File: src/sv/tkz_pkg.sv
// ---------------------------------------------------------------------------
// tkz_pkg
// Shared constants, token record and operator classification for the
// charstring tokenizer.
// ---------------------------------------------------------------------------
`default_nettype none
package tkz_pkg;

	localparam int OPD    = 32;
	localparam int OPA_W  = $clog2(OPD);
	localparam int OPD_W  = $clog2(OPD + 1);
	localparam int SCD    = 16;
	localparam int SCA_W  = $clog2(SCD);
	localparam int SCD_W  = $clog2(SCD + 1);

	localparam logic [2:0] K_NUM   = 3'd0;
	localparam logic [2:0] K_ENTRY = 3'd1;
	localparam logic [2:0] K_OP    = 3'd2;
	localparam logic [2:0] K_SUBR  = 3'd3;
	localparam logic [2:0] K_RET   = 3'd4;
	localparam logic [2:0] K_ERR   = 3'd5;

	localparam logic [2:0] E_NONE  = 3'd0;
	localparam logic [2:0] E_UNK   = 3'd1;
	localparam logic [2:0] E_TRUNC = 3'd2;
	localparam logic [2:0] E_UNDER = 3'd3;
	localparam logic [2:0] E_OVER  = 3'd4;
	localparam logic [2:0] E_DIV0  = 3'd5;

	localparam logic [2:0] C_DUMP = 3'd0;
	localparam logic [2:0] C_END  = 3'd1;
	localparam logic [2:0] C_SUBR = 3'd2;
	localparam logic [2:0] C_RET  = 3'd3;
	localparam logic [2:0] C_DIV  = 3'd4;
	localparam logic [2:0] C_OSR  = 3'd5;
	localparam logic [2:0] C_POP  = 3'd6;
	localparam logic [2:0] C_BAD  = 3'd7;

	localparam logic [7:0] B_ESCAPE   = 8'd12;
	localparam logic [7:0] B_OPS_END  = 8'd32;
	localparam logic [7:0] B_NUM1_MAX = 8'd246;
	localparam logic [7:0] B_LONG     = 8'd255;
	localparam logic [7:0] B_POS_BASE = 8'd247;
	localparam logic [7:0] B_POS_MAX  = 8'd250;
	localparam logic [7:0] B_NEG_BASE = 8'd251;
	localparam logic [10:0] NUM2_BIAS = 11'd108;
	localparam logic [31:0] NUM1_BIAS = 32'd139;

	typedef struct packed {
		logic [2:0]         kind;
		logic signed [31:0] value;
		logic [4:0]         op;
		logic               esc;
		logic [5:0]         depth;
		logic [2:0]         err;
		logic               last;
	} tok_t;

	function automatic tok_t mk_tok(input logic [2:0] kind, input logic [31:0] value,
			input logic [4:0] op, input logic esc, input logic [OPD_W-1:0] depth,
			input logic [2:0] err, input logic last);
		tok_t t;
		t.kind  = kind;
		t.value = value;
		t.op    = op;
		t.esc   = esc;
		t.depth = 6'(depth);
		t.err   = err;
		t.last  = last;
		return t;
	endfunction

	function automatic logic [2:0] op_class(input logic [7:0] b, input logic esc);
		logic [2:0] c;
		c = C_BAD;
		if (!esc) begin
			case (b)
				8'd1, 8'd3, 8'd4, 8'd5, 8'd6, 8'd7, 8'd8, 8'd9,
				8'd13, 8'd21, 8'd22, 8'd30, 8'd31: c = C_DUMP;
				8'd14: c = C_END;
				8'd10: c = C_SUBR;
				8'd11: c = C_RET;
				default: c = C_BAD;
			endcase
		end else begin
			case (b)
				8'd0, 8'd1, 8'd2, 8'd6, 8'd7, 8'd33: c = C_DUMP;
				8'd12: c = C_DIV;
				8'd16: c = C_OSR;
				8'd17: c = C_POP;
				default: c = C_BAD;
			endcase
		end
		return c;
	endfunction

endpackage
`default_nettype wire

File: src/sv/tkz_if.sv
// ---------------------------------------------------------------------------
// tkz_req_if / tkz_tok_if
// Valid/ready channels for charstring bytes and result tokens.
// ---------------------------------------------------------------------------
`default_nettype none
interface tkz_req_if;
	logic       valid;
	logic       ready;
	logic [7:0] code_byte;
	logic       first_of_string;
	logic       end_of_string;
	modport source(output valid, code_byte, first_of_string, end_of_string, input ready);
	modport sink(input valid, code_byte, first_of_string, end_of_string, output ready);
endinterface

interface tkz_tok_if;
	logic               valid;
	logic               ready;
	logic [2:0]         token_kind;
	logic signed [31:0] value;
	logic [4:0]         op_code;
	logic               op_escaped;
	logic [5:0]         depth_now;
	logic [2:0]         error_code;
	logic               last_of_run;
	modport source(output valid, token_kind, value, op_code, op_escaped, depth_now,
		error_code, last_of_run, input ready);
	modport sink(input valid, token_kind, value, op_code, op_escaped, depth_now,
		error_code, last_of_run, output ready);
endinterface
`default_nettype wire

File: src/sv/tkz_div.sv
// ---------------------------------------------------------------------------
// tkz_div
// Signed 32-bit divider, one quotient bit per cycle, truncating toward zero,
// saturating the single positive overflow case.
// ---------------------------------------------------------------------------
`default_nettype none
module tkz_div (
	input  wire logic               clk,
	input  wire logic               arst_n,
	input  wire logic               start,
	input  wire logic signed [31:0] dvd,
	input  wire logic signed [31:0] dvs,
	output logic                    busy,
	output logic signed [31:0]      quo
);
	logic        busy_q;
	logic [4:0]  cnt_q;
	logic [32:0] rem_q;
	logic [31:0] qm_q;
	logic [31:0] dvs_q;
	logic        neg_q;
	logic [32:0] rem_sh;
	logic [33:0] diff;
	logic        ge;

	assign rem_sh = {rem_q[31:0], qm_q[31]};
	assign diff   = {1'b0, rem_sh} - {2'b00, dvs_q};
	assign ge     = !diff[33];

	always_ff @(posedge clk or negedge arst_n) begin
		if (!arst_n) begin
			busy_q <= 1'b0;
			cnt_q  <= '0;
		end else if (start) begin
			busy_q <= 1'b1;
			cnt_q  <= 5'd31;
		end else if (busy_q) begin
			if (cnt_q == 5'd0) busy_q <= 1'b0;
			else cnt_q <= cnt_q - 5'd1;
		end
	end

	always_ff @(posedge clk) begin
		if (start) begin
			rem_q <= '0;
			qm_q  <= dvd[31] ? -dvd : dvd;
			dvs_q <= dvs[31] ? -dvs : dvs;
			neg_q <= dvd[31] ^ dvs[31];
		end else if (busy_q) begin
			rem_q <= ge ? diff[32:0] : rem_sh;
			qm_q  <= {qm_q[30:0], ge};
		end
	end

	assign busy = busy_q;
	assign quo  = neg_q ? -qm_q : (qm_q[31] ? 32'h7fff_ffff : qm_q);
endmodule
`default_nettype wire

File: src/sv/type1_charstring_tokenizer.sv
// ---------------------------------------------------------------------------
// type1_charstring_tokenizer
// Decodes Type 1 charstring bytes into number, stack, operator, subroutine
// and error tokens; operand and script stacks live in synchronous RAMs.
// ---------------------------------------------------------------------------
// channel | dir | payload
// req     | in  | code_byte, first_of_string, end_of_string
// tok     | out | token_kind, value, op_code, op_escaped, depth_now,
//         |     | error_code, last_of_run
//
// One request at a time: a byte is accepted in S_IDLE and decoded in S_EXEC.
// Stack dump: each entry is read from the operand RAM (S_DUMP_RD), then emitted (S_DUMP_EM).
// callsubr and pop go through S_RD1 and S_RD2; div adds S_RD3 and S_DIV (one quotient bit per cycle);
// callothersubr adds S_RD3, then S_OSR_RD and S_OSR_WR for each argument.
// Token register frees the input side while the last token waits; a stalled
// tok channel holds the sequencer. No clearing pass after reset.
// ---------------------------------------------------------------------------
`default_nettype none
module type1_charstring_tokenizer (
	input wire logic clk,
	input wire logic arst_n,
	tkz_req_if.sink  req,
	tkz_tok_if.source tok
);
	import tkz_pkg::*;

	localparam logic [3:0] S_IDLE    = 4'd0;
	localparam logic [3:0] S_EXEC    = 4'd1;
	localparam logic [3:0] S_RD1     = 4'd2;
	localparam logic [3:0] S_RD2     = 4'd3;
	localparam logic [3:0] S_RD3     = 4'd4;
	localparam logic [3:0] S_DIV     = 4'd5;
	localparam logic [3:0] S_OSR_RD  = 4'd6;
	localparam logic [3:0] S_OSR_WR  = 4'd7;
	localparam logic [3:0] S_DUMP_RD = 4'd8;
	localparam logic [3:0] S_DUMP_EM = 4'd9;

	logic [31:0] op_mem [OPD];
	logic [31:0] sc_mem [SCD];

	logic [3:0]       st_q;
	logic [7:0]       byte_q;
	logic             last_q;
	logic [OPD_W-1:0] depth_q;
	logic [SCD_W-1:0] sdepth_q;
	logic [7:0]       lead_q;
	logic [23:0]      part_q;
	logic [2:0]       pend_q;
	logic             esc_q;
	logic             ended_q;
	logic             err_q;
	logic [2:0]       cls_q;
	logic [4:0]       opc_q;
	logic             opesc_q;
	logic [OPD_W-1:0] cnt_q;
	logic [OPD_W-1:0] nargs_q;
	logic [31:0]      bval_q;
	logic [31:0]      rd_q;
	logic [31:0]      srd_q;
	tok_t             tok_q;
	logic             tokv_q;

	logic             out_free;
	logic             halted;
	logic             pend_nz;
	logic             cont_more;
	logic             do_push;
	logic             do_op;
	logic             full;
	logic [2:0]       cls;
	logic [10:0]      tp;
	logic [10:0]      tn;
	logic [31:0]      pv;
	logic [OPA_W-1:0] ra;
	logic             op_we;
	logic [OPA_W-1:0] op_wa;
	logic [31:0]      op_wd;
	logic             sc_we;
	logic             div_start;
	logic             div_busy;
	logic signed [31:0] div_q;
	logic             cnt_big;
	logic [OPD_W-1:0] osr_n;
	logic [OPD_W-1:0] dm2;
	logic             sc_over;

	assign out_free  = !tokv_q || tok.ready;
	assign halted    = ended_q || err_q;
	assign pend_nz   = pend_q != 3'd0;
	assign cont_more = (lead_q == B_LONG) && (pend_q > 3'd1);
	assign do_push   = pend_nz ? !cont_more
		: (!esc_q && byte_q >= B_OPS_END && byte_q <= B_NUM1_MAX);
	assign do_op     = !pend_nz && (esc_q || (byte_q < B_OPS_END && byte_q != B_ESCAPE));
	assign full      = depth_q == OPD_W'(OPD);
	assign cls       = op_class(byte_q, esc_q);
	assign tp        = {1'b0, 2'(lead_q - B_POS_BASE), byte_q} + NUM2_BIAS;
	assign tn        = {1'b0, 2'(lead_q - B_NEG_BASE), byte_q} + NUM2_BIAS;
	assign pv        = !pend_nz ? ({24'd0, byte_q} - NUM1_BIAS)
		: (lead_q == B_LONG) ? {part_q, byte_q}
		: (lead_q <= B_POS_MAX) ? 32'(tp) : -32'(tn);

	assign dm2     = depth_q - OPD_W'(2);
	assign cnt_big = !rd_q[31] && (rd_q > 32'(dm2));
	assign osr_n   = rd_q[31] ? '0 : rd_q[OPD_W-1:0];
	assign sc_over = (8'(sdepth_q) + 8'(osr_n)) > 8'(SCD);

	always_comb begin
		case (st_q)
			S_RD2:     ra = ((cls_q == C_DIV) || (cls_q == C_OSR)) ?
				OPA_W'(dm2) : OPA_W'(depth_q - OPD_W'(1));
			S_RD3:     ra = OPA_W'(dm2);
			S_OSR_RD:  ra = OPA_W'(depth_q - OPD_W'(3) - cnt_q);
			S_DUMP_RD: ra = OPA_W'(cnt_q);
			S_DUMP_EM: ra = OPA_W'(cnt_q);
			default:   ra = OPA_W'(depth_q - OPD_W'(1));
		endcase
	end

	always_comb begin
		op_we = 1'b0;
		op_wa = OPA_W'(depth_q);
		op_wd = pv;
		case (st_q)
			S_EXEC: op_we = out_free && !halted && do_push && !full;
			S_RD2: begin
				op_we = out_free && (cls_q == C_POP);
				op_wd = srd_q;
			end
			S_DIV: begin
				op_we = out_free && !div_busy;
				op_wa = OPA_W'(dm2);
				op_wd = div_q;
			end
			default: op_we = 1'b0;
		endcase
	end

	assign sc_we     = st_q == S_OSR_WR;
	assign div_start = (st_q == S_RD3) && out_free && (cls_q == C_DIV) && (bval_q != 32'd0);

	always_ff @(posedge clk) begin
		if (op_we) op_mem[op_wa] <= op_wd;
		rd_q <= op_mem[ra];
		if (sc_we) sc_mem[SCA_W'(sdepth_q)] <= rd_q;
		srd_q <= sc_mem[SCA_W'(sdepth_q - SCD_W'(1))];
	end

	tkz_div u_div (
		.clk    (clk),
		.arst_n (arst_n),
		.start  (div_start),
		.dvd    (rd_q),
		.dvs    (bval_q),
		.busy   (div_busy),
		.quo    (div_q)
	);

	always_ff @(posedge clk or negedge arst_n) begin
		if (!arst_n) begin
			st_q     <= S_IDLE;
			depth_q  <= '0;
			sdepth_q <= '0;
			lead_q   <= '0;
			part_q   <= '0;
			pend_q   <= '0;
			esc_q    <= 1'b0;
			ended_q  <= 1'b0;
			err_q    <= 1'b0;
			tokv_q   <= 1'b0;
			cnt_q    <= '0;
		end else begin
			if (tok.ready) tokv_q <= 1'b0;
			case (st_q)
				S_IDLE: begin
					if (req.valid) begin
						byte_q <= req.code_byte;
						last_q <= req.end_of_string;
						if (req.first_of_string) begin
							ended_q  <= 1'b0;
							err_q    <= 1'b0;
							depth_q  <= '0;
							sdepth_q <= '0;
							pend_q   <= '0;
							esc_q    <= 1'b0;
							lead_q   <= '0;
							part_q   <= '0;
						end
						st_q <= S_EXEC;
					end
				end
				S_EXEC: begin
					if (out_free) begin
						st_q <= S_IDLE;
						if (halted) begin
							st_q <= S_IDLE;
						end else if (do_push) begin
							pend_q <= '0;
							tokv_q <= 1'b1;
							if (full) begin
								tok_q <= mk_tok(K_ERR, pv, 5'd0, 1'b0, depth_q, E_OVER, 1'b1);
								err_q <= 1'b1;
								esc_q <= 1'b0;
							end else begin
								depth_q <= depth_q + OPD_W'(1);
								tok_q <= mk_tok(K_NUM, pv, 5'd0, 1'b0, depth_q + OPD_W'(1),
									E_NONE, 1'b1);
							end
						end else if (do_op) begin
							esc_q   <= 1'b0;
							cls_q   <= cls;
							opc_q   <= byte_q[4:0];
							opesc_q <= esc_q;
							cnt_q   <= '0;
							case (cls)
								C_DUMP, C_END: st_q <= S_DUMP_RD;
								C_SUBR, C_DIV, C_OSR: begin
									if (depth_q < ((cls == C_SUBR) ? OPD_W'(1) : OPD_W'(2))) begin
										tokv_q <= 1'b1;
										err_q  <= 1'b1;
										tok_q  <= mk_tok(K_ERR, 32'd0, byte_q[4:0], esc_q, depth_q,
											E_UNDER, 1'b1);
									end else begin
										st_q <= S_RD1;
									end
								end
								C_POP: begin
									if (sdepth_q == '0 || full) begin
										tokv_q <= 1'b1;
										err_q  <= 1'b1;
										tok_q  <= mk_tok(K_ERR, 32'd0, byte_q[4:0], 1'b1, depth_q,
											(sdepth_q == '0) ? E_UNDER : E_OVER, 1'b1);
									end else begin
										st_q <= S_RD1;
									end
								end
								C_RET: begin
									tokv_q <= 1'b1;
									tok_q  <= mk_tok(K_RET, 32'd0, byte_q[4:0], 1'b0, depth_q,
										E_NONE, 1'b1);
								end
								default: begin
									tokv_q <= 1'b1;
									err_q  <= 1'b1;
									tok_q  <= mk_tok(K_ERR, 32'd0, byte_q[4:0], esc_q, depth_q,
										E_UNK, 1'b1);
								end
							endcase
						end else if (pend_nz) begin
							part_q <= {part_q[15:0], byte_q};
							pend_q <= pend_q - 3'd1;
							if (last_q) begin
								pend_q <= '0;
								tokv_q <= 1'b1;
								err_q  <= 1'b1;
								tok_q  <= mk_tok(K_ERR, 32'd0, 5'd0, 1'b0, depth_q, E_TRUNC, 1'b1);
							end
						end else if (byte_q == B_ESCAPE) begin
							if (last_q) begin
								tokv_q <= 1'b1;
								err_q  <= 1'b1;
								tok_q  <= mk_tok(K_ERR, 32'd0, B_ESCAPE[4:0], 1'b0, depth_q,
									E_TRUNC, 1'b1);
							end else begin
								esc_q <= 1'b1;
							end
						end else begin
							lead_q <= byte_q;
							part_q <= '0;
							pend_q <= (byte_q == B_LONG) ? 3'd4 : 3'd1;
							if (last_q) begin
								pend_q <= '0;
								tokv_q <= 1'b1;
								err_q  <= 1'b1;
								tok_q  <= mk_tok(K_ERR, 32'd0, 5'd0, 1'b0, depth_q, E_TRUNC, 1'b1);
							end
						end
					end
				end
				S_RD1: st_q <= S_RD2;
				S_RD2: begin
					case (cls_q)
						C_SUBR: begin
							if (out_free) begin
								depth_q <= depth_q - OPD_W'(1);
								tokv_q  <= 1'b1;
								tok_q   <= mk_tok(K_SUBR, rd_q, opc_q, 1'b0,
									depth_q - OPD_W'(1), E_NONE, 1'b1);
								st_q    <= S_IDLE;
							end
						end
						C_POP: begin
							if (out_free) begin
								depth_q  <= depth_q + OPD_W'(1);
								sdepth_q <= sdepth_q - SCD_W'(1);
								tokv_q   <= 1'b1;
								tok_q    <= mk_tok(K_OP, srd_q, opc_q, 1'b1,
									depth_q + OPD_W'(1), E_NONE, 1'b1);
								st_q     <= S_IDLE;
							end
						end
						default: begin
							bval_q <= rd_q;
							st_q   <= S_RD3;
						end
					endcase
				end
				S_RD3: begin
					if (out_free) begin
						if (cls_q == C_DIV) begin
							if (bval_q == 32'd0) begin
								tokv_q <= 1'b1;
								err_q  <= 1'b1;
								tok_q  <= mk_tok(K_ERR, 32'd0, opc_q, 1'b1, depth_q, E_DIV0, 1'b1);
								st_q   <= S_IDLE;
							end else begin
								st_q <= S_DIV;
							end
						end else if (cnt_big || sc_over) begin
							tokv_q <= 1'b1;
							err_q  <= 1'b1;
							tok_q  <= mk_tok(K_ERR, 32'd0, opc_q, 1'b1, depth_q,
								cnt_big ? E_UNDER : E_OVER, 1'b1);
							st_q   <= S_IDLE;
						end else begin
							nargs_q <= osr_n;
							cnt_q   <= '0;
							st_q    <= S_OSR_RD;
						end
					end
				end
				S_DIV: begin
					if (out_free && !div_busy) begin
						depth_q <= depth_q - OPD_W'(1);
						tokv_q  <= 1'b1;
						tok_q   <= mk_tok(K_OP, div_q, opc_q, 1'b1, depth_q - OPD_W'(1),
							E_NONE, 1'b1);
						st_q    <= S_IDLE;
					end
				end
				S_OSR_RD: begin
					if (cnt_q == nargs_q) begin
						if (out_free) begin
							depth_q <= dm2 - nargs_q;
							tokv_q  <= 1'b1;
							tok_q   <= mk_tok(K_OP, bval_q, opc_q, 1'b1, dm2 - nargs_q,
								E_NONE, 1'b1);
							st_q    <= S_IDLE;
						end
					end else begin
						st_q <= S_OSR_WR;
					end
				end
				S_OSR_WR: begin
					sdepth_q <= sdepth_q + SCD_W'(1);
					cnt_q    <= cnt_q + OPD_W'(1);
					st_q     <= S_OSR_RD;
				end
				S_DUMP_RD: begin
					if (cnt_q == depth_q) begin
						if (out_free) begin
							depth_q <= '0;
							tokv_q  <= 1'b1;
							tok_q   <= mk_tok(K_OP, 32'd0, opc_q, opesc_q, depth_q, E_NONE, 1'b1);
							if (cls_q == C_END) ended_q <= 1'b1;
							st_q    <= S_IDLE;
						end
					end else begin
						st_q <= S_DUMP_EM;
					end
				end
				S_DUMP_EM: begin
					if (out_free) begin
						tokv_q <= 1'b1;
						tok_q  <= mk_tok(K_ENTRY, rd_q, 5'd0, 1'b0, depth_q, E_NONE, 1'b0);
						cnt_q  <= cnt_q + OPD_W'(1);
						st_q   <= S_DUMP_RD;
					end
				end
				default: st_q <= S_IDLE;
			endcase
		end
	end

	assign req.ready       = st_q == S_IDLE;
	assign tok.valid       = tokv_q;
	assign tok.token_kind  = tok_q.kind;
	assign tok.value       = tok_q.value;
	assign tok.op_code     = tok_q.op;
	assign tok.op_escaped  = tok_q.esc;
	assign tok.depth_now   = tok_q.depth;
	assign tok.error_code  = tok_q.err;
	assign tok.last_of_run = tok_q.last;
endmodule
`default_nettype wire
File: src/flat_wrapper.sv
// flat-port wrapper written by rule: the top's interface ports become plain ports
module type1_charstring_tokenizer_flat import tkz_pkg::*;
  (clk, arst_n, req_valid, req_code_byte, req_first_of_string, req_end_of_string, req_ready, tok_valid, tok_token_kind, tok_value, tok_op_code, tok_op_escaped, tok_depth_now, tok_error_code, tok_last_of_run, tok_ready);
  tkz_req_if req_i ();
  tkz_tok_if tok_i ();
  input wire logic clk;
  input wire logic arst_n;
  input wire logic [$bits(req_i.valid)-1:0] req_valid;
  input wire logic [$bits(req_i.code_byte)-1:0] req_code_byte;
  input wire logic [$bits(req_i.first_of_string)-1:0] req_first_of_string;
  input wire logic [$bits(req_i.end_of_string)-1:0] req_end_of_string;
  output wire logic [$bits(req_i.ready)-1:0] req_ready;
  output wire logic [$bits(tok_i.valid)-1:0] tok_valid;
  output wire logic [$bits(tok_i.token_kind)-1:0] tok_token_kind;
  output wire logic [$bits(tok_i.value)-1:0] tok_value;
  output wire logic [$bits(tok_i.op_code)-1:0] tok_op_code;
  output wire logic [$bits(tok_i.op_escaped)-1:0] tok_op_escaped;
  output wire logic [$bits(tok_i.depth_now)-1:0] tok_depth_now;
  output wire logic [$bits(tok_i.error_code)-1:0] tok_error_code;
  output wire logic [$bits(tok_i.last_of_run)-1:0] tok_last_of_run;
  input wire logic [$bits(tok_i.ready)-1:0] tok_ready;
  assign req_i.valid = req_valid;
  assign req_i.code_byte = req_code_byte;
  assign req_i.first_of_string = req_first_of_string;
  assign req_i.end_of_string = req_end_of_string;
  assign req_ready = req_i.ready;
  assign tok_valid = tok_i.valid;
  assign tok_token_kind = tok_i.token_kind;
  assign tok_value = tok_i.value;
  assign tok_op_code = tok_i.op_code;
  assign tok_op_escaped = tok_i.op_escaped;
  assign tok_depth_now = tok_i.depth_now;
  assign tok_error_code = tok_i.error_code;
  assign tok_last_of_run = tok_i.last_of_run;
  assign tok_i.ready = tok_ready;
  type1_charstring_tokenizer u_core (.clk(clk), .arst_n(arst_n), .req(req_i), .tok(tok_i));
endmodule
File: config.mk
export PLATFORM = sky130hd
export DESIGN_NAME = type1_charstring_tokenizer_flat
export DESIGN_NICKNAME = d
export VERILOG_FILES = /design/src/sv/tkz_pkg.sv /design/src/sv/tkz_if.sv /design/src/sv/tkz_div.sv /design/src/sv/type1_charstring_tokenizer.sv /design/src/flat_wrapper.sv
export SDC_FILE = /design/constraint.sdc
export NUM_CORES = 2
export LEC_CHECK = 0
export BUFFER_PORTS_ARGS = -buffer_cell sky130_fd_sc_hd__buf_4
export CORE_UTILIZATION = 30
export DETAILED_ROUTE_END_ITERATION = 7
export PLACE_DENSITY = 0.45
export SLEW_MARGIN = 20
export SYNTH_ARGS = -nofsm -noshare
export SYNTH_HDL_FRONTEND = slang
export SYNTH_SLANG_ARGS = --single-unit
File: constraint.sdc
create_clock -name clk -period 10.6 [get_ports clk]
set_clock_uncertainty 0.15 [all_clocks]
set_input_delay 1.59 -clock clk [delete_from_list [all_inputs] [get_ports clk]]
set_output_delay 1.59 -clock clk [all_outputs]
set_load 0.02 [all_outputs]
; After elaboration in Yosys (flattened, before gate mapping)
; Memory sizes are Yosys's and may differ from the RTL's. A register that Yosys moved wholly into a read port is not among the register bits.
; Index checks and enable logic that the tools add are counted.
[op_classes]
n_addsub = 22
order_cmp = 8
n_eq_ne = 76
n_mux = 186
n_bitwise = 6
reduce_logical = 68
[op_table]
columns = cell, n
row1 = 2-to-1 mux 51 bit, 23
row2 = case mux 51 bit (7 select lines), 1
row3 = 2-to-1 mux 32 bit, 8
row4 = case mux 51 bit (4 select lines), 1
row5 = 2-to-1 mux 24 bit, 8
row6 = 2-to-1 mux 6 bit, 22
row7 = case mux 51 bit (2 select lines), 1
row8 = negation 32 bit, 3
row9 = 2-to-1 mux 8 bit, 8
row10 = case mux 32 bit (2 select lines), 1
row11 = 2-to-1 mux 31 bit, 2
row12 = 2-to-1 mux 4 bit, 13
row13 = 2-to-1 mux 3 bit, 17
row14 = 2-to-1 mux 1 bit, 50
row15 = 2-to-1 mux 5 bit, 10
row16 = case mux 24 bit (2 select lines), 1
row17 = case mux 4 bit (10 select lines), 1
row18 = case mux 6 bit (6 select lines), 1
row19 = subtractor 33 x 32 -> 34 bit, 1
row20 = > comparator 32 x 6 -> 1 bit, 1
row21 = zero test 32 bit, 1
row22 = negation 11 -> 32 bit, 1
row23 = nonzero test 32 bit, 1
row24 = inequality test 2 x 1 -> 1 bit (second input constant), 14
row25 = 84 further kinds, 176
[totals]
ff_bits = 270
mem_bits_rw = 1536
rom_bits = 96
out_inout_bits = 53
memories = 3
[mem_list]
columns = memory, words, word_bits, read_ports, rd_ports_with_merged_regs, wr, line
row1 = u_core.op_mem, 32, 32, 1, 1, 1, type1_charstring_tokenizer.sv:38  ; logic [31:0] op_mem [OPD];
row2 = u_core.sc_mem, 16, 32, 1, 1, 1, type1_charstring_tokenizer.sv:39  ; logic [31:0] sc_mem [SCD];
row3 = (no name shown), 32, 3, 1, 1, 0, tkz_pkg.sv:77  ; case (b)

; Logic depth before layout (Yosys ltp)
[depth]
ltp_word = 14
mapped_depth = 16
depth_no_buf = 14

; Hierarchy
; Synthesis repeated with hierarchy kept, for this count alone.
[hier_totals]
cells_unflattened = 5689
hier_area_um2 = 79916.6
[modules_own_cells]
columns = module, instances, cells_per_inst, area_each_um2, seq_area_each_um2
row1 = type1_charstring_tokenizer, 1, 4738, 72071.6, 52180.0
row2 = tkz_div, 1, 951, 7845.0, 2742.6

; Worst setup path before layout
; No wires, ideal clock.
[synth_timing]
kind = input port to flip-flop
startpoint = input tok_ready
endpoint = register u_core.tok_q (netlist bit u_core.tok.depth_now[0]), enable pin
setup_time_ns = 0.586
arrival_time_ns = 7.490
required_time_ns = 9.864
setup_slack_ns = 2.374
stages = 6
cell_sequence = nor2b_1 clkbuf_1 a22oi_1 nor2_1 or4bb_1 nor4_1
[synth_via]
elab_chain_cells = 4
elab_cells_between_ends = 11
cone_classes = eq/ne (8) / reduce/logical (3)
[synth_lines]
columns = element, line
row1 = from (decl), flat_wrapper.sv:21  ; input wire logic [$bits(tok_i.ready)-1:0] tok_ready;
row2 = logical OR 1 bit (*), type1_charstring_tokenizer.sv:87  ; assign out_free = !tokv_q || tok.ready;
row3 = logical AND 1 bit, type1_charstring_tokenizer.sv:332  ; if (out_free && !div_busy) begin
row4 = inequality test 2 x 1 -> 1 bit (no line), n/a
row5 = AND reduction 20 bit (no line) (*), n/a
row6 = to (signal assigned), type1_charstring_tokenizer.sv:335  ; tok_q <= mk_tok(K_OP, div_q, opc_q, 1'b1, depth_q - OPD_W'(1),
row7 = to (signal assigned), type1_charstring_tokenizer.sv:345  ; tok_q <= mk_tok(K_OP, bval_q, opc_q, 1'b1, dm2 - nargs_q,
row8 = to (signal assigned), type1_charstring_tokenizer.sv:363  ; tok_q <= mk_tok(K_OP, 32'd0, opc_q, opesc_q, depth_q, E_NONE, 1'b1);
row9 = to (decl), type1_charstring_tokenizer.sv:60  ; tok_t tok_q;
; Mark *: on every way between the ends. The rest lies on a longest branch, timed or not.
; A chain may end at the register's enable or synchronous reset.

; Final worst setup path
[layout_timing]
startpoint = register u_core.st_q[2]
endpoint = register u_core.rd_q[15] (read register of u_core.op_mem)
[layout_via]
elab_chain_cells = 3
elab_cells_between_ends = 7
cone_classes = eq/ne (5) / mux (1) / reduce/logical (1)
[layout_lines]
columns = element, line
row1 = from (decl), type1_charstring_tokenizer.sv:41  ; logic [3:0] st_q;
row2 = from (signal assigned), type1_charstring_tokenizer.sv:160  ; st_q <= S_IDLE;
row3 = from (signal assigned), type1_charstring_tokenizer.sv:188  ; st_q <= S_EXEC;
row4 = from (signal assigned), type1_charstring_tokenizer.sv:193  ; st_q <= S_IDLE;
row5 = == test 4 bit, type1_charstring_tokenizer.sv:108  ; case (st_q)
row6 = OR reduction 2 bit (no line), n/a
row7 = case mux 5 bit (4 select lines) (*), type1_charstring_tokenizer.sv:108
row8 = to (decl), type1_charstring_tokenizer.sv:58  ; logic [31:0] rd_q;
; Marked as above.

==> results.yml <==
outcome:
  status: "finished clean"
logic_synthesis:
  seq_area_frac_synth_pct: 69.0
  ys_seq_elements: 1873
  postSynthAreaPerCell_sq_um: 13.8
  ys.flop_type: "edfxtp_1"
  synthTopCellsByArea: "edfxtp_1, nand2_1, mux4_2"
  yosys_warnings: 0
  synth.distinct_cells: 85
  synth_commonest_cells: "edfxtp_1, nand2_1, nand3_1, clkbuf_1, o21ai_0"
  syn_area_sq_mm: 0.0796
  synthCells: 5779
  syn-num-nets: 5885
  yosys.area.top_type: "edfxtp_1"
  async_flop_share_pct: 3.52
  yosysMostFrequentCell: "edfxtp_1"
  yosysTopAreaCellShare_pct: 64.4
  synth_edf_count: 1708
cts:
  h-tree-depth: 4
  cts_inserted_buffers: 198
  cts_resized: 0
  cts_tree: "yes"
  post_cts_buffers: 0
  clkSlewWorstSetupHoldPaths_ps: 60
  clock_path_buffers: 3
  clockRootBuffer: "clkbuf_16"
  clk-insertion-delay-late_ps: 870
  clock-sinks: 1873
  holdBufCountCts: 0
floorplan:
  die_w_microns: 517
  fp.dieH_microns: 517
  start_util_pct: 30.3
  pin_count: 67
  core_area_sq_mm: 0.263
  die-area_sq_mm: 0.267
  fp-row-count: 188
place:
  gp_congestion: 0.824
  hpwl_microns: 152000
  portBuffers: 66
  dp_cells: 9174
timing:
  relSlewSlack_pct: 20.7
  period_share_pct: 54.1
  finalHoldViolations: 0
  worst_pin_slew_ps: 1190
  drv_slew: 0
  rsz0062_at_grt: "no"
  hold-worst-slack_ps: 329
  period_needed_ps: 5740
  fmax_mhz: 174
  setup_viol: 0
  tns_ps: 0
power:
  total_power_mw: 25.5
  p_leak_nw: 30.1
  peakVddDrop_mv: 0.504
  pwr_density_cell_mw_per_mm2: 278
worst_setup_path:
  critPathCaptureType: "register"
  reg2regPathDepth: 9
  r2r_end: "u_core.rd_q[15]"
  startpoint_type: "register"
  required_ps: 11190
  crit_fanout: 61
  crit_type: "register to register"
  r2r_slack_ps: 4860
  r2r-start: "u_core.st_q[2]"
  arrival_ps: 6330
route:
  routed_wl_microns: 260000
  drt_first_pass_iters: 8
  vias: 50500
  drc: 0
  wire_per_inst_microns: 27.2
  ant_nets: 0
  routed_via_density: 5.29
  drt_iter0_drc: 5089
global_route:
  gr-total-overflow: 0
  grt_usage_pct: 19.2
  grt_pass1_wl_microns: 370000
  antenna_found_initial: 3
  grt_max_degree: 162
  first_global_vias: 49200
cells_and_area:
  final_cells: 9552
  drive_above_1_share_pct: 14.1
  syn2layout_area_growth_pct: 15.1
  nFillCells: 25300
  nets: 5966
run:
  drv_cap: 0
worst_hold_path:
  whs_endpoint: "u_core.u_div.rem_q[1]"
  worstHoldStart: "u_core.u_div.rem_q[1]"
  hold_class: "register to register"
  holdPathStages: 2
## stage by stage
stage	utilization (%)	setup slack, ps	area [sq um]
global placement	32.3	4970	84900
finish	34.8	4860	91700
global route	34.8	4690	91700
detailed placement	32.3	4980	84900
floorplan	-	2370	79600
CTS	34.8	5030	91600
## registers in the layout (all words and copies together), names as in the netlist, 24 cells and up, named ones only
name                cells
u_core.tok.value       32
u_core.rd_q            32
u_core.u_div.qm_q      32
u_core.u_div.dvs_q     32
u_core.bval_q          32
u_core.part_q          24
u_core.u_div.rem_q     32
u_core.srd_q           32
u_core.op_mem        1024
u_core.sc_mem         512
## worst max-delay path: stages, from the launching register on
cell and delay, ps:
dfrtp_1 890, clkinv_1 480, nand3_1 400, o221ai_2 300, o221ai_1 780, nor2b_4 940
buf_4 870, a32oi_1 200, a31oi_1 450, nor4_2 100
## metal layers
layer | track usage (%) | vias to the layer above | wire [microns]
li1 | - | 22300 | -
met1 | 27.0 | 26300 | 117000
met2 | 31.1 | 1652 | 123000
met3 | 2.58 | 272 | 14500
met4 | 4.90 | 0 | 5740
met5 | 0 | - | 0
## cell families after synthesis
kind of cell / Yosys count / synth area share, %
flops: 1873 / 69.0
xor+xnor: 159 / 1.75
compound gates: 1009 / 8.54
fa+ha+maj: 92 / 1.48
mux: 319 / 6.53
buf+inv: 457 / 2.25
simple gates: 1870 / 10.5
## where the power goes
group          leakage (nW)  internal [mW]  switching (mW)  total, mW
clock network          3.27           4.16            3.01       7.17
registers              17.0           9.17           0.478       9.65
logic                  9.82           2.52            6.15       8.66
total                  30.1           15.8            9.63       25.5
## final cells by class
class                   instances  area (sq um)  share of cell area (%)
flip-flops and latches       1873         54900                    59.9
repair buffers                230          1810                    1.97
well taps                    3515          4400                    4.80
diodes                          3          7.51                 0.00819
multi-input cells            3449         23400                    25.5
clock buffers                 266          5500                    6.00
clock inverters               108          1200                    1.31
inverters                     108           405                   0.442
## cell usage in the layout, fill, tap and decap left out, types with 132 or more instances in the layout
cell type,synthesis,final
a32oi_1,132,132
a31oi_1,163,162
a21oi_1,161,160
nor2_1,172,132
nand3_1,312,311
nand2_1,1087,1080
mux4_2,160,160
buf_4,2,224
clkbuf_16,0,203
o21ai_0,225,222
mux2i_1,157,157
edfxtp_1,1708,1708
## worst max path at each step
stage / from / to / slack [ps] / cells after the start
3_5_place_dp: tok_ready / u_core.op_mem[13][21] / 4980 / 7
3_3_place_gp: tok_ready / u_core.op_mem[14][3] / 4970 / 7
6_report: u_core.st_q[2] / u_core.rd_q[15] / 4860 / 9
4_1_cts: u_core.depth_q[1] / u_core.rd_q[12] / 5030 / 15
5_1_grt: u_core.st_q[2] / u_core.rd_q[15] / 4690 / 9
2_1_floorplan: tok_ready / u_core.tok.depth_now[0] / 2370 / 6
(Power assumes the default switching activity.)
